### config.mk
export PLATFORM = sky130hd
export DESIGN_NAME = sorted_array_list
export DESIGN_NICKNAME = d
export VERILOG_FILES = /design/src/rtl/sal_pkg.sv /design/src/rtl/sal_ctrl.sv /design/src/rtl/sal_dp.sv /design/src/rtl/sorted_array_list.sv
export SDC_FILE = /design/constraint.sdc
export NUM_CORES = 2
export LEC_CHECK = 0
export ABC_CLOCK_PERIOD_IN_PS = 14300
export BUFFER_PORTS_ARGS = -buffer_cell sky130_fd_sc_hd__buf_2
export CAP_MARGIN = 20
export CORE_MARGIN = 10
export CORE_UTILIZATION = 40
export DETAILED_ROUTE_END_ITERATION = 7
export GPL_ROUTABILITY_DRIVEN = 1
export PLACE_DENSITY = 0.62
export SLEW_MARGIN = 20
export SYNTH_ARGS = -nofsm -noshare
export SYNTH_HDL_FRONTEND = slang
export SYNTH_SLANG_ARGS = --single-unit
### constraint.sdc
create_clock -name clk_i -period 14.3 [get_ports clk_i]
set_input_delay 2.145 -clock clk_i [delete_from_list [all_inputs] [get_ports clk_i]]
set_output_delay 2.145 -clock clk_i [all_outputs]
set_load 0.05 [all_outputs]
### src/rtl/sal_pkg.sv
// sal_pkg: shared constants, codes and command type for the sorted array list.
// Used by every module of the block; depends on nothing.
package sal_pkg;

  localparam int CAPACITY  = 16;
  localparam int IDX_W     = $clog2(CAPACITY);
  localparam int CNT_W     = $clog2(CAPACITY + 1);
  localparam int VALUE_W   = 32;
  localparam int POS_W     = 4;
  localparam int WHERE_W   = 4;
  localparam int ENTRIES_W = 5;

  typedef enum logic [1:0] {
    OP_INSERT  = 2'd0,
    OP_DEL_POS = 2'd1,
    OP_DEL_VAL = 2'd2,
    OP_SEARCH  = 2'd3
  } sal_op_e;

  typedef enum logic [2:0] {
    ST_OK        = 3'd0,
    ST_FULL      = 3'd1,
    ST_EMPTY     = 3'd2,
    ST_NOT_FOUND = 3'd3,
    ST_BAD_POS   = 3'd4
  } sal_status_e;

  typedef struct packed {
    logic capture;
    logic execute;
  } sal_cmd_t;

endpackage

### src/rtl/sal_ctrl.sv
// sal_ctrl: handshake controller of the sorted array list.
// Depends on sal_pkg; drives capture and execute commands to sal_dp.
module sal_ctrl (
  input  logic              clk_i,
  input  logic              rst_ni,
  input  logic              in_valid_i,
  output logic              in_ready_o,
  output logic              out_valid_o,
  input  logic              out_ready_i,
  output sal_pkg::sal_cmd_t cmd_o
);

  typedef enum logic [1:0] {
    S_IDLE = 2'b01,
    S_EXEC = 2'b10
  } state_e;

  state_e state_q, state_d;
  logic   out_valid_q, out_valid_d;
  logic   exec_fire;

  assign in_ready_o    = (state_q == S_IDLE);
  assign exec_fire     = (state_q == S_EXEC) && (!out_valid_q || out_ready_i);
  assign out_valid_o   = out_valid_q;
  assign cmd_o.capture = in_valid_i && in_ready_o;
  assign cmd_o.execute = exec_fire;

  always_comb begin
    state_d = state_q;
    case (state_q)
      S_IDLE: begin
        if (in_valid_i) state_d = S_EXEC;
      end
      S_EXEC: begin
        if (exec_fire) state_d = S_IDLE;
      end
      default: state_d = S_IDLE;
    endcase
  end

  always_comb begin
    out_valid_d = out_valid_q;
    if (exec_fire) begin
      out_valid_d = 1'b1;
    end else if (out_ready_i) begin
      out_valid_d = 1'b0;
    end
  end

  always_ff @(posedge clk_i or negedge rst_ni) begin
    if (!rst_ni) begin
      state_q     <= S_IDLE;
      out_valid_q <= 1'b0;
    end else begin
      state_q     <= state_d;
      out_valid_q <= out_valid_d;
    end
  end

endmodule

### src/rtl/sal_dp.sv
// sal_dp: row of compare-and-shift cells, entry count and result register.
// Depends on sal_pkg; steered by sal_ctrl through sal_cmd_t.
module sal_dp (
  input  logic                              clk_i,
  input  logic                              rst_ni,
  input  sal_pkg::sal_cmd_t                 cmd_i,
  input  logic [1:0]                        op_i,
  input  logic signed [sal_pkg::VALUE_W-1:0] value_i,
  input  logic [sal_pkg::POS_W-1:0]         position_i,
  output logic [2:0]                        status_o,
  output logic [sal_pkg::WHERE_W-1:0]       where_o,
  output logic signed [sal_pkg::VALUE_W-1:0] item_value_o,
  output logic [sal_pkg::ENTRIES_W-1:0]     entries_o
);

  localparam int Cap = sal_pkg::CAPACITY;

  logic signed [sal_pkg::VALUE_W-1:0] cell_q [Cap];
  logic signed [sal_pkg::VALUE_W-1:0] up_nb  [Cap];
  logic signed [sal_pkg::VALUE_W-1:0] dn_nb  [Cap];
  logic [sal_pkg::CNT_W-1:0]          count_q, count_d;

  sal_pkg::sal_op_e                   op_q;
  logic signed [sal_pkg::VALUE_W-1:0] val_q;
  logic [sal_pkg::POS_W-1:0]          pos_q;
  logic [Cap-1:0]                     gt_q, eq_q, gt_d, eq_d;

  sal_pkg::sal_status_e               status_q, status_d;
  logic [sal_pkg::WHERE_W-1:0]        where_q, where_d;
  logic signed [sal_pkg::VALUE_W-1:0] item_q, item_d;

  logic [sal_pkg::IDX_W-1:0]          gt_idx, eq_idx, ins_idx, rm_idx;
  logic                               do_insert, do_remove;

  function automatic logic [sal_pkg::IDX_W-1:0] first_set(input logic [Cap-1:0] v);
    logic [sal_pkg::IDX_W-1:0] idx;
    idx = '0;
    for (int k = Cap - 1; k >= 0; k--) begin
      if (v[k]) idx = sal_pkg::IDX_W'(k);
    end
    return idx;
  endfunction

  // flags against the current contents, taken as the item is accepted
  always_comb begin
    for (int k = 0; k < Cap; k++) begin
      gt_d[k] = (sal_pkg::CNT_W'(k) < count_q) && (cell_q[k] > value_i);
      eq_d[k] = (sal_pkg::CNT_W'(k) < count_q) && (cell_q[k] == value_i);
    end
  end

  generate
    for (genvar k = 0; k < Cap; k++) begin : g_nb
      if (k == 0) begin : g_first
        assign up_nb[k] = val_q;
      end else begin : g_up
        assign up_nb[k] = cell_q[k-1];
      end
      if (k == Cap - 1) begin : g_last
        assign dn_nb[k] = cell_q[k];
      end else begin : g_dn
        assign dn_nb[k] = cell_q[k+1];
      end
    end
  endgenerate

  assign gt_idx  = first_set(gt_q);
  assign eq_idx  = first_set(eq_q);
  assign ins_idx = (|gt_q) ? gt_idx : sal_pkg::IDX_W'(count_q);
  assign rm_idx  = (op_q == sal_pkg::OP_DEL_POS) ? sal_pkg::IDX_W'(pos_q) : eq_idx;

  always_comb begin
    status_d  = sal_pkg::ST_OK;
    where_d   = '0;
    item_d    = val_q;
    count_d   = count_q;
    do_insert = 1'b0;
    do_remove = 1'b0;
    case (op_q)
      sal_pkg::OP_INSERT: begin
        if (int'(count_q) >= Cap) begin
          status_d = sal_pkg::ST_FULL;
        end else begin
          do_insert = 1'b1;
          where_d   = sal_pkg::WHERE_W'(ins_idx);
          count_d   = count_q + 1'b1;
        end
      end
      sal_pkg::OP_DEL_POS: begin
        where_d = sal_pkg::WHERE_W'(pos_q);
        if (int'(pos_q) >= int'(count_q)) begin
          status_d = sal_pkg::ST_BAD_POS;
        end else begin
          do_remove = 1'b1;
          item_d    = cell_q[rm_idx];
          count_d   = count_q - 1'b1;
        end
      end
      sal_pkg::OP_DEL_VAL, sal_pkg::OP_SEARCH: begin
        if (count_q == '0) begin
          status_d = sal_pkg::ST_EMPTY;
        end else if (!(|eq_q)) begin
          status_d = sal_pkg::ST_NOT_FOUND;
        end else begin
          where_d = sal_pkg::WHERE_W'(eq_idx);
          if (op_q == sal_pkg::OP_DEL_VAL) begin
            do_remove = 1'b1;
            count_d   = count_q - 1'b1;
          end
        end
      end
      default: status_d = sal_pkg::ST_OK;
    endcase
  end

  always_ff @(posedge clk_i) begin
    if (cmd_i.capture) begin
      op_q  <= sal_pkg::sal_op_e'(op_i);
      val_q <= value_i;
      pos_q <= position_i;
      gt_q  <= gt_d;
      eq_q  <= eq_d;
    end
    if (cmd_i.execute) begin
      status_q <= status_d;
      where_q  <= where_d;
      item_q   <= item_d;
      for (int k = 0; k < Cap; k++) begin
        if (do_insert && (sal_pkg::IDX_W'(k) > ins_idx)) begin
          cell_q[k] <= up_nb[k];
        end else if (do_insert && (sal_pkg::IDX_W'(k) == ins_idx)) begin
          cell_q[k] <= val_q;
        end else if (do_remove && (sal_pkg::IDX_W'(k) >= rm_idx)) begin
          cell_q[k] <= dn_nb[k];
        end
      end
    end
  end

  always_ff @(posedge clk_i or negedge rst_ni) begin
    if (!rst_ni) begin
      count_q <= '0;
    end else if (cmd_i.execute) begin
      count_q <= count_d;
    end
  end

  assign status_o     = status_q;
  assign where_o      = where_q;
  assign item_value_o = item_q;
  assign entries_o    = sal_pkg::ENTRIES_W'(count_q);

endmodule

### src/rtl/sorted_array_list.sv
// sorted_array_list: ascending list of signed 32-bit values with insert,
// delete and search. The compare flags are registered when the input item
// is accepted; once the output is free, the cells shift and the result
// register loads. A new item is taken only after the last one executes.
// Reset: asynchronous, active low; empties the list, clears pending results.
// Depends on sal_pkg, sal_ctrl and sal_dp.
module sorted_array_list (
  input  logic                               clk_i,
  input  logic                               rst_ni,
  input  logic                               in_valid_i,
  output logic                               in_ready_o,
  input  logic [1:0]                         op_i,
  input  logic signed [sal_pkg::VALUE_W-1:0] value_i,
  input  logic [sal_pkg::POS_W-1:0]          position_i,
  output logic                               out_valid_o,
  input  logic                               out_ready_i,
  output logic [2:0]                         status_o,
  output logic [sal_pkg::WHERE_W-1:0]        where_o,
  output logic signed [sal_pkg::VALUE_W-1:0] item_value_o,
  output logic [sal_pkg::ENTRIES_W-1:0]      entries_o
);

  sal_pkg::sal_cmd_t cmd;

  sal_ctrl u_ctrl (
    .clk_i       (clk_i),
    .rst_ni      (rst_ni),
    .in_valid_i  (in_valid_i),
    .in_ready_o  (in_ready_o),
    .out_valid_o (out_valid_o),
    .out_ready_i (out_ready_i),
    .cmd_o       (cmd)
  );

  sal_dp u_dp (
    .clk_i        (clk_i),
    .rst_ni       (rst_ni),
    .cmd_i        (cmd),
    .op_i         (op_i),
    .value_i      (value_i),
    .position_i   (position_i),
    .status_o     (status_o),
    .where_o      (where_o),
    .item_value_o (item_value_o),
    .entries_o    (entries_o)
  );

endmodule

==> results.toml <==
[clock_network]
cts_root_buf = "clkbuf_16"
cts_tree = "yes"
post-cts-setup-buffers = 0
cts.clk_slew.worst_paths_ps = 60
cts.sinks = 629
cts-resized-gates = 0
clockBufferDepth = 3
cts_max_level = 3
numCtsBuffers = 75
postCtsHoldBufs = 0
clk_latency_ps = 670

[drt]
vias_per_cell = 6.676
vias = 39470
ant_nets = 0
post_drt_wl_per_cell_um = 32.73
drtIter0Drc = 6112
drt_wl_total_um = 193500
drtPass1Iterations = 7
route.detailed.drc = 0

[synthesis]
syn_avg_cell_area_um2 = 10.61
synth_area_um2 = 46060
synth_fp_nets = 4903
ys_ff_latch = 629
synth_compound_area_share_pct = 16.83
synth_seq_area_share_pct = 40.93
synth_xor_area_share_pct = 0.07607
synth_flop_cell = "edfxtp_1"
synthSimpleGateAreaFrac_pct = 10.27
synthMuxAreaShare_pct = 13.81
synth.distinct_cells = 88
synth_edf_count = 621
synth_warnings = 0
synthesis.instances = 4342
synth_async_sr_flop_share_pct = 1.272
synth_top_family_by_area = "compound AO/OA/AOI/OAI gates"
synth_adder_area_share_pct = 14.10

[setup_path]
crit_type = "in -> reg"
path_max_fanout = 35
cp-end-kind = "flip-flop"
reg2reg_depth = 11
cp_slowest_cell = "nand3_2"
max_stage_delay_ps = 810
crit_required_ps = 14670
arrival_ps = 6330
cp_cell_sequence = "buf_2, nand2b_1, nand2_1, inv_2, nand3_2, clkinv_2, nand2_1, nor2_1, nand3_2, buf_4, mux2i_1, o21ai_0"
startpoint_type = "input port"

[timing]
hold_viol_final = 0
fin_setup_tns_ps = 0
max_freq_ghz = 0.1676
maxSlewHeadroom_pct = 10.19
min_period_over_period_pct = 41.71
tightest_slew_ps = 1346
whs_ps = 519.4
worst_slack_ps = 8335
min_period_ps = 5965
skew_ps = 41.83
rsz0062_at_grt = "no"
drv_slew = 0
setup_viol = 0

[global_routing]
grt.overflow.total = 0
track_usage_pct = 28.56
grt_max_degree = 67
antenna_found_initial = 11
grt_pass1_vias = 36222
grt_pass1_wl_um = 272400

[floorplanning]
fp-row-count = 124
initial_core_util_pct = 40.28
die_area_um2 = 129100
core-area_um2 = 114300
dieWidth_um = 359.3
io_pins = 88
die_y_um = 359.3

[hold_path]
hold_depth = 2
hp-class = "reg -> reg"

[outcome]
outcome = "complete, no violations"

[place]
pre_cts_ws_ps = 7575
placed_cells = 5774
place_area_um2 = 48210
port_buffers = 87
dp_hpwl_um = 136500
gp_routability_congestion = 1.022

[power]
pwr_density_cell_nw_per_um2 = 107.3
irDropWorstVdd_mv = 0.08402
p_total_mw = 5.441
p_leak_nw = 21.19

[final_layout]
stdcell_count = 5912
final_cell_mix = "edfxtp_1 (621), ha_1 (519), mux2i_1 (417)"
nNetsFinal = 4900
layout_commonest_cell = "edfxtp_1"
fin_area_um2 = 50690
areaGrowthSynthToFinish_pct = 10.05
drive_gt1_share_pct = 11.54
final_util_pct = 44.33

[flow_run]
maxCapViolCount = 0
synthesized netlist by cell type, drive strengths merged, types with 47 or more instances:
| master | number | area share (%) |
|---|---|---|
| nand2 | 336 | 2.7 |
| mux2i | 417 | 9.1 |
| ha | 519 | 14 |
| a21oi | 415 | 4.5 |
| a22o | 64 | 1.2 |
| edfxtp | 621 | 40 |
| mux2 | 66 | 1.6 |
| mux4 | 64 | 3.1 |
| nor2 | 353 | 2.9 |
| nand4 | 103 | 1.4 |
| buf | 146 | 2.0 |
| nor3 | 47 | 0.57 |
| a21o | 190 | 3.1 |
| o22ai | 92 | 1.2 |
| inv | 110 | 0.90 |
| o21ai | 244 | 2.7 |
| clkbuf | 135 | 1.1 |
worst paths after layout:
| check | start | slack, ps | endpoint |
|---|---|---|---|
| worst min-delay path | u_ctrl.state_q[1] | 520 | u_ctrl.out_valid_o |
| worst min register to register | u_ctrl.state_q[1] | 520 | u_ctrl.out_valid_o |
| min in group asynchronous | rst_ni | 1340 | u_dp.entries_o[0] |
| max in group asynchronous | rst_ni | 12720 | u_ctrl.state_q[0] |
| worst max register to register | u_dp.entries_o[2] | 8530 | u_dp.cell_q[2][24] |
| worst max-delay path | out_ready_i | 8330 | u_dp.cell_q[7][24] |
worst max-delay path, delay by kind of cell:
family / cells / cell delay (ps)
and+or+nand+nor: 6 / 2290
buffers and inverters: 4 / 1550
muxes: 1 / 200
AOI/OAI and AO/OA: 1 / 100
sequential cells by signal, summed over array words and instances, names as in the netlist:
| register | count |
|---|---|
| u_ctrl.out_valid_o | 1 |
| u_dp.gt_q | 16 |
| u_dp.cell_q | 512 |
| u_dp.op_q | 2 |
| u_dp.entries_o | 5 |
| u_dp.where_o | 4 |
| u_ctrl.state_q | 2 |
| u_dp.item_value_o | 32 |
| u_dp.val_q | 32 |
| u_dp.status_o | 3 |
| u_dp.pos_q | 4 |
| u_dp.eq_q | 16 |
routing by layer:
layer | vias to the layer above | track usage, % | part of all wire [%]
met4 | 10 | 16.46 | 6.8
met2 | 2977 | 38.42 | 39
met1 | 19273 | 39.38 | 40
li1 | 16703 | - | -
met5 | - | 0 | 0.059
met3 | 507 | 9.314 | 14
cell type report:
type / instances / area, um2
repair buffers: 201 / 1304
inverters: 111 / 417.9
flip-flops and latches: 629 / 18850
diodes: 5 / 12.51
fillers: 10679 / 63660
well taps: 1512 / 1892
multi-input cells: 3321 / 25750
clock inverters: 47 / 454.2
clock buffers: 86 / 2003
logic make-up (layout without fill, tap and decap cells):
logic type | Yosys count | in the layout
simple gates | 1026 | 1026
compound gates | 1225 | 1225
buf+inv | 392 | 445
flops | 629 | 629
other cells | 0 | 5
fa+ha+maj | 519 | 519
xor+xnor | 4 | 4
mux | 547 | 547
report_power, final:
group	switching (mW)	internal, mW	total (mW)	leakage (nW)
sequential	0.129	2.15	2.27	5.74
combinational	0.786	0.370	1.16	14.3
clock	0.861	1.15	2.01	1.20
total	1.78	3.66	5.44	21.2
(Power assumes the default switching activity.)
